**config.mk**
```make
export PLATFORM = sky130hd
export DESIGN_NAME = float32_add_sub_mul_unit
export DESIGN_NICKNAME = d
export VERILOG_FILES = /design/src/f32asm_pkg.sv /design/src/f32asm_front.sv /design/src/f32asm_norm.sv /design/src/f32asm_pack.sv /design/src/float32_add_sub_mul_unit.sv
export SDC_FILE = /design/constraint.sdc
export NUM_CORES = 2
export LEC_CHECK = 0
export ABC_CLOCK_PERIOD_IN_PS = 11350
export BUFFER_PORTS_ARGS = -buffer_cell sky130_fd_sc_hd__buf_2
export CORE_MARGIN = 2
export CORE_UTILIZATION = 60
export CTS_CLUSTER_DIAMETER = 120
export DETAILED_ROUTE_END_ITERATION = 10
export PLACE_DENSITY = 0.86
export SYNTH_ARGS = -nofsm -noshare
export SYNTH_HDL_FRONTEND = slang
export SYNTH_SLANG_ARGS = --single-unit
```
**constraint.sdc**
```tcl
create_clock -name clk_i -period 11.35 [get_ports clk_i]
set_clock_uncertainty 0.2 [all_clocks]
set_input_delay 1.7025 -clock clk_i [delete_from_list [all_inputs] [get_ports clk_i]]
set_output_delay 1.7025 -clock clk_i [all_outputs]
set_load 0.02 [all_outputs]
```
**src/f32asm_pkg.sv**
```systemverilog
// Package with the types, constants and helper functions of the binary32 add, subtract and multiply unit.
package f32asm_pkg;

  localparam int unsigned FracW = 23;
  localparam int unsigned ExpW = 8;
  localparam int unsigned SigW = FracW + 1;
  localparam int unsigned ProdW = 2 * SigW;
  localparam int unsigned ExpBias = 127;
  localparam int unsigned MaxFiniteExp = 254;
  localparam int unsigned ExtExpW = 11;

  typedef enum logic [1:0] {
    OP_ADD = 2'd0,
    OP_SUB = 2'd1,
    OP_MUL = 2'd2,
    OP_MUL_ALT = 2'd3
  } op_e;

  typedef enum logic [1:0] {
    ST_NORMAL = 2'd0,
    ST_OVERFLOW = 2'd1,
    ST_ZERO = 2'd2
  } status_e;

  typedef struct packed {
    logic [1:0] req_type;
    logic a_sign;
    logic [ExpW-1:0] a_exp;
    logic [FracW-1:0] a_man;
    logic b_sign;
    logic [ExpW-1:0] b_exp;
    logic [FracW-1:0] b_man;
  } req_t;

  typedef struct packed {
    logic r_sign;
    logic [ExpW-1:0] r_exp;
    logic [FracW-1:0] r_man;
    logic [1:0] status;
  } rsp_t;

  // Item after operand unpacking and alignment or multiplication.
  typedef struct packed {
    logic is_mul;
    logic is_sub;
    logic sign;
    logic signed [ExtExpW-1:0] exp;
    logic [ProdW-1:0] val;
  } mid_t;

  // Item ready for the final packing step.
  typedef struct packed {
    logic sign;
    logic force_zero_sign;
    logic signed [ExtExpW-1:0] exp;
    logic [SigW-1:0] sig;
  } fin_t;

  function automatic logic [$clog2(ProdW+1)-1:0] lead_zeros(input logic [ProdW-1:0] v);
    logic [$clog2(ProdW+1)-1:0] n;
    logic found;
    n = ($clog2(ProdW+1))'(ProdW);
    found = 1'b0;
    for (int i = ProdW - 1; i >= 0; i--) begin
      if (!found && v[i]) begin
        n = ($clog2(ProdW+1))'(ProdW - 1 - i);
        found = 1'b1;
      end
    end
    return n;
  endfunction

endpackage

```
**src/f32asm_front.sv**
```systemverilog
// Front stage: operand unpacking, alignment with add or subtract, and significand multiply.
module f32asm_front (
  input  logic                clk_i,
  input  logic                rst_ni,
  input  logic                valid_i,
  input  f32asm_pkg::req_t    req_i,
  output logic                valid_o,
  output f32asm_pkg::mid_t    mid_o
);
  import f32asm_pkg::*;

  logic [SigW-1:0] ga, gb, gl, gs, al_t, al_r;
  logic [ExpW-1:0] ea, eb, el, d;
  logic sa, sb, a_big, is_mul, is_sub;
  logic [SigW:0] rnd;
  mid_t mid_d, mid_q;
  logic valid_q;

  always_comb begin
    ea = (req_i.a_exp == '0) ? ExpW'(1) : req_i.a_exp;
    eb = (req_i.b_exp == '0) ? ExpW'(1) : req_i.b_exp;
    ga = {(req_i.a_exp != '0), req_i.a_man};
    gb = {(req_i.b_exp != '0), req_i.b_man};
    is_mul = req_i.req_type[1];
    sa = req_i.a_sign;
    sb = req_i.b_sign ^ (req_i.req_type == OP_SUB);
    a_big = (ea > eb) || ((ea == eb) && (ga >= gb));
    gl = a_big ? ga : gb;
    gs = a_big ? gb : ga;
    el = a_big ? ea : eb;
    d = a_big ? (ea - eb) : (eb - ea);
    is_sub = (sa != sb);
    al_t = (d >= ExpW'(SigW)) ? '0 : (gs >> d);
    rnd = '0;
    if (d == '0) begin
      al_r = gs;
    end else if (d > ExpW'(SigW)) begin
      al_r = '0;
    end else begin
      rnd = ({1'b0, gs} + ((SigW+1)'(1) << (d - ExpW'(1)))) >> d;
      al_r = rnd[SigW-1:0];
    end
    mid_d.is_mul = is_mul;
    mid_d.is_sub = is_sub && !is_mul;
    if (is_mul) begin
      mid_d.sign = req_i.a_sign ^ req_i.b_sign;
      mid_d.exp = ExtExpW'(ea) + ExtExpW'(eb) - ExtExpW'(ExpBias);
      mid_d.val = ga * gb;
    end else begin
      mid_d.sign = a_big ? sa : sb;
      mid_d.exp = ExtExpW'(el);
      if (is_sub) begin
        mid_d.val = (al_r > gl) ? '0 : ProdW'(gl - al_r);
      end else begin
        mid_d.val = ProdW'(gl) + ProdW'(al_t);
      end
    end
  end

  always_ff @(posedge clk_i or negedge rst_ni) begin
    if (!rst_ni) begin
      valid_q <= 1'b0;
    end else begin
      valid_q <= valid_i;
    end
  end

  always_ff @(posedge clk_i) begin
    if (valid_i) begin
      mid_q <= mid_d;
    end
  end

  assign valid_o = valid_q;
  assign mid_o = mid_q;
endmodule

```
**src/f32asm_norm.sv**
```systemverilog
// Normalize stage: leading-zero count and shift into a 24-bit significand.
module f32asm_norm (
  input  logic                clk_i,
  input  logic                rst_ni,
  input  logic                valid_i,
  input  f32asm_pkg::mid_t    mid_i,
  output logic                valid_o,
  output f32asm_pkg::fin_t    fin_o
);
  import f32asm_pkg::*;

  localparam int unsigned LzW = $clog2(ProdW + 1);

  logic [LzW-1:0] lz;
  logic signed [ExtExpW-1:0] msb, en, sh, lim;
  logic [ProdW-1:0] shifted;
  fin_t fin_d, fin_q;
  logic valid_q;

  always_comb begin
    lz = lead_zeros(mid_i.val);
    msb = ExtExpW'(ProdW - 1) - ExtExpW'(lz);
    fin_d.sign = mid_i.sign;
    fin_d.force_zero_sign = mid_i.is_sub;
    fin_d.exp = mid_i.exp;
    fin_d.sig = '0;
    en = '0;
    sh = '0;
    lim = '0;
    shifted = '0;
    if (mid_i.val == '0) begin
      fin_d.sig = '0;
    end else if (mid_i.is_mul) begin
      en = mid_i.exp + msb - ExtExpW'(2 * FracW);
      if (en >= 1) begin
        fin_d.exp = en;
        sh = msb - ExtExpW'(FracW);
      end else begin
        fin_d.exp = ExtExpW'(1);
        sh = ExtExpW'(FracW + 1) - mid_i.exp;
      end
      if (sh < 0) begin
        shifted = mid_i.val << (-sh);
      end else if (sh >= ExtExpW'(ProdW)) begin
        shifted = '0;
      end else begin
        shifted = mid_i.val >> sh;
      end
      fin_d.sig = shifted[SigW-1:0];
    end else if (!mid_i.is_sub) begin
      if (mid_i.val[SigW]) begin
        fin_d.sig = mid_i.val[SigW:1];
        fin_d.exp = mid_i.exp + ExtExpW'(1);
      end else begin
        fin_d.sig = mid_i.val[SigW-1:0];
      end
    end else begin
      // Shift left until normalized or the exponent reaches one.
      sh = ExtExpW'(lz) - ExtExpW'(ProdW - SigW);
      lim = mid_i.exp - ExtExpW'(1);
      if (sh > lim) begin
        sh = lim;
      end
      shifted = mid_i.val << sh;
      fin_d.sig = shifted[SigW-1:0];
      fin_d.exp = mid_i.exp - sh;
    end
  end

  always_ff @(posedge clk_i or negedge rst_ni) begin
    if (!rst_ni) begin
      valid_q <= 1'b0;
    end else begin
      valid_q <= valid_i;
    end
  end

  always_ff @(posedge clk_i) begin
    if (valid_i) begin
      fin_q <= fin_d;
    end
  end

  assign valid_o = valid_q;
  assign fin_o = fin_q;
endmodule

```
**src/f32asm_pack.sv**
```systemverilog
// Pack stage: zero, overflow and denormal detection and the result register.
module f32asm_pack (
  input  logic                clk_i,
  input  logic                rst_ni,
  input  logic                valid_i,
  input  f32asm_pkg::fin_t    fin_i,
  output logic                valid_o,
  output f32asm_pkg::rsp_t    rsp_o
);
  import f32asm_pkg::*;

  rsp_t rsp_d, rsp_q;
  logic valid_q;

  always_comb begin
    rsp_d.r_sign = fin_i.sign;
    rsp_d.r_exp = '0;
    rsp_d.r_man = '0;
    rsp_d.status = ST_ZERO;
    if (fin_i.sig == '0) begin
      if (fin_i.force_zero_sign) begin
        rsp_d.r_sign = 1'b0;
      end
    end else if (fin_i.exp > ExtExpW'(MaxFiniteExp)) begin
      rsp_d.r_exp = '1;
      rsp_d.status = ST_OVERFLOW;
    end else if (!fin_i.sig[SigW-1]) begin
      rsp_d.r_man = fin_i.sig[FracW-1:0];
    end else begin
      rsp_d.r_exp = fin_i.exp[ExpW-1:0];
      rsp_d.r_man = fin_i.sig[FracW-1:0];
      rsp_d.status = ST_NORMAL;
    end
  end

  always_ff @(posedge clk_i or negedge rst_ni) begin
    if (!rst_ni) begin
      valid_q <= 1'b0;
    end else begin
      valid_q <= valid_i;
    end
  end

  always_ff @(posedge clk_i) begin
    if (valid_i) begin
      rsp_q <= rsp_d;
    end
  end

  assign valid_o = valid_q;
  assign rsp_o = rsp_q;
endmodule

```
**src/float32_add_sub_mul_unit.sv**
```systemverilog
// Top level of the binary32 add, subtract and multiply unit.
// A beat is taken on every cycle with start high; busy is always low. Each
// result appears for exactly one cycle with done_o high, and the receiver
// cannot stall. The result passes through three registered stages: align or
// multiply, normalize, pack.
module float32_add_sub_mul_unit (
  input  logic                clk_i,
  input  logic                rst_ni,
  input  logic                start,
  output logic                busy,
  input  f32asm_pkg::req_t    req_i,
  output logic                done_o,
  output f32asm_pkg::rsp_t    rsp_o
);
  import f32asm_pkg::*;

  logic v1, v2;
  mid_t mid;
  fin_t fin;

  assign busy = 1'b0;

  f32asm_front u_front (
    .clk_i(clk_i), .rst_ni(rst_ni), .valid_i(start && !busy), .req_i(req_i),
    .valid_o(v1), .mid_o(mid)
  );

  f32asm_norm u_norm (
    .clk_i(clk_i), .rst_ni(rst_ni), .valid_i(v1), .mid_i(mid),
    .valid_o(v2), .fin_o(fin)
  );

  f32asm_pack u_pack (
    .clk_i(clk_i), .rst_ni(rst_ni), .valid_i(v2), .fin_i(fin),
    .valid_o(done_o), .rsp_o(rsp_o)
  );

`ifndef SYNTH
  a_latency: assert property (@(posedge clk_i) disable iff (!rst_ni)
    start |=> ##2 done_o) else $error("result beat missing");
  a_ovf: assert property (@(posedge clk_i) disable iff (!rst_ni)
    (done_o && rsp_o.status == ST_OVERFLOW) |-> (rsp_o.r_exp == 8'hFF && rsp_o.r_man == '0))
    else $error("bad overflow encoding");
  a_norm: assert property (@(posedge clk_i) disable iff (!rst_ni)
    (done_o && rsp_o.status == ST_NORMAL) |-> (rsp_o.r_exp != '0 && rsp_o.r_exp != 8'hFF))
    else $error("bad normal exponent");
`endif
endmodule

```
==> impl_metrics.yaml <==
worst_hold_path:
  min_path_type: "reg -> reg"
grt:
  gr-total-overflow: 0
  grt_usage_pct: 40.8
  grt_pass1_wl_um: 222000
  grt_start_max_net_pins: 70
  grt_pass1_vias: 40500
  antenna_found_initial: 3
setup_path:
  crit_buf_inv: 9
  crit_family: "compound AO/OA/AOI/OAI gates"
  critPathLaunchType: "input port"
  slowest_stage: "or4_4"
  crit_path_frequent_cell: "ha_4"
  crit_type: "in -> reg"
  critPathMaxStageDelay_ps: 500
  setup.worst_path.end_class: "flip-flop"
  worstPathMaxFanout: 4
  cp.arrival_ps: 11870
  ff2ff_setup_slack_ps: 1120
  required_ps: 11370
route:
  drc_errors: 0
  ant_nets: 0
  vias: 40100
  viasPerCell: 6.45
  wire_per_inst_um: 23.4
  wl_um: 145000
  first_pass_iters: 8
  drtIter0Drc: 4957
clock_network:
  clk_pin_slew_ps: 70
  root_buffer: "clkbuf_16"
  cts.path.max_buffers: 2
  numCtsBuffers: 17
  ctsHtreeMaxLevel: 4
  postCtsHoldBufs: 0
  clk_latency_ps: 460
  cts_tree: "done"
  cts_sinks: 136
die:
  core_area_um2: 67200
  io_pins: 105
  die-area_um2: 69900
  initial_core_util_pct: 60.6
  die_w_um: 264
  rows: 95
  die_h_um: 264
sta:
  hold_viol: 0
  setup_tns_ps: -18930
  drv_slew: 0
  worst_pin_slew_ps: 1110
  slew_headroom_pct: 24.7
  rsz0062_at_grt: "yes"
  min_period_ps: 11850
  setup_ws_ps: -499
  setup_viol: 48
  fmax_mhz: 84.4
  period_share_pct: 104
place:
  placed_area_um2: 44400
  dpl.hpwl_um: 109000
  io_buffers: 103
  gp_congestion: 1.12
  pre_cts_ws_ps: -1100
layout:
  post-route-util_pct: 68.5
  design_area_um2: 46000
  n_fill_cell: 5018
  layout.nets: 6255
  seqCellArea_um2: 4070
  layout_commonest_cell: "nand2_1"
  syn2layout_area_growth_pct: 13.1
  multi_input_area_um2: 33800
  layout_common_cells: "745 x nand2_1, 637 x inv_1, 488 x fa_1, 427 x buf_4, 359 x ha_1"
  drive_gt1_share_pct: 15.3
run_status:
  outcome: "finished with violations"
  violations: "setup timing"
run:
  drv_cap: 0
synthesis:
  ys_seq_area_share_pct: 10.0
  async_flop_share_pct: 2.21
  ys.flop_type: "edfxtp_1"
  synthCells: 5074
  yosysWarnings: 0
  ys_seq_elements: 136
  ys_types: 94
  synth_nets: 6002
  syn-cell-area_um2: 40700
  synth_area_leaders: "fa_1 24%, ha_1 11%, edfxtp_1 9.8%"
  yosysTopAreaCell: "fa_1"
  synth-edff-count: 133
  synth_top_cell_area_share_pct: 24.1
  syn_area_per_cell_um2: 8.02
worst reg2reg max path: cells and delay by family (launching register included):
kind / cells / cell delay, ps
XOR/XNOR: 2 / 350
AO/OA/AOI/OAI: 7 / 1810
AND/OR/NAND/NOR: 10 / 4450
flip-flops: 1 / 510
adder cells (fa/ha/maj): 4 / 1330
multiplexers: 1 / 630
buffers and inverters: 4 / 730
logic make-up after synthesis:
family	count (synthesis)	share of synthesized area (%)
muxes	299	7.64
AOI/OAI and AO/OA	953	15.0
other	1	0.00922
xor gates and xnor gates	186	4.06
buffers and inverters	966	9.01
and+or+nand+nor	1674	18.8
DFF	136	10.0
adders and majority gates	859	35.5
Yosys cell counts (13+ instances only):
master / instances
mux2i_1: 236
nor2b_1: 35
nor3_1: 73
a21oi_1: 284
a22oi_1: 22
o21bai_1: 32
nand2_1: 752
nor4_1: 39
mux2_2: 58
inv_1: 643
a211oi_1: 59
and3_1: 23
a221oi_1: 28
or2_2: 13
xor2_1: 59
o211ai_1: 31
nand4_1: 24
or3_1: 16
fa_1: 490
edfxtp_1: 133
nand2b_1: 26
a21o_1: 68
buf_1: 28
and2_1: 204
clkbuf_1: 267
o21ai_0: 198
o21a_1: 26
o31ai_1: 18
buf_2: 16
nand3_1: 73
ha_1: 369
xnor2_1: 124
o22ai_1: 21
a31oi_1: 31
nor2_1: 353
flip-flops by register name, indices dropped and copies added, names as in the netlist:
name	count
u_front.mid_o	62
u_front.valid_o	1
u_norm.fin_o	37
u_norm.valid_o	1
u_pack.rsp_o	34
u_pack.valid_o	1
worst paths after layout:
check                                   from           endpoint  cells after the start
max                                req_i[57]  u_front.mid_o[23]                     55
min                        u_front.mid_o[59]   u_norm.fin_o[36]                      0
max reg2reg                u_front.mid_o[42]    u_norm.fin_o[6]                     28
min reg2reg                u_front.mid_o[59]   u_norm.fin_o[36]                      0
max in group asynchronous             rst_ni     u_pack.valid_o                      1
min in group asynchronous             rst_ni     u_norm.valid_o                      1
stage by stage:
stage | instances | hold WS (ps)
floorplan | 5074 | 200
global route | 6213 | 263
detailed placement | 6122 | 227
CTS | 6197 | 252
finish | 6214 | 244
global placement | 6122 | 227
cell type report:
cell class                 count  area share, %
antenna                        2         0.0109
clock buffer                  17          0.925
clock inverter                14          0.294
inverter                     651           5.32
multi-input combinational   3973           73.6
sequential                   136           8.84
tap                          873           2.37
timing repair buffer         548           8.68
timing repair:
item	CTS	global route
pin swaps	50	57
setup endpoints to repair	48	48
cloned	4	0
buffers inserted	42	20
resized for setup	109	55
metal layers:
metal  GRT usage [%]  wire (um)  vias to the layer above
li1                -          -                    17500
met1            49.6      51500                    18900
met2            63.9      63000                     2968
met3            11.2      19000                      807
met4            27.0      11700                        2
met5               0         13                        -
Power is left out: the tool's default activity adds up to more than one toggle a clock period on the data nets, which glitch-free logic cannot reach.
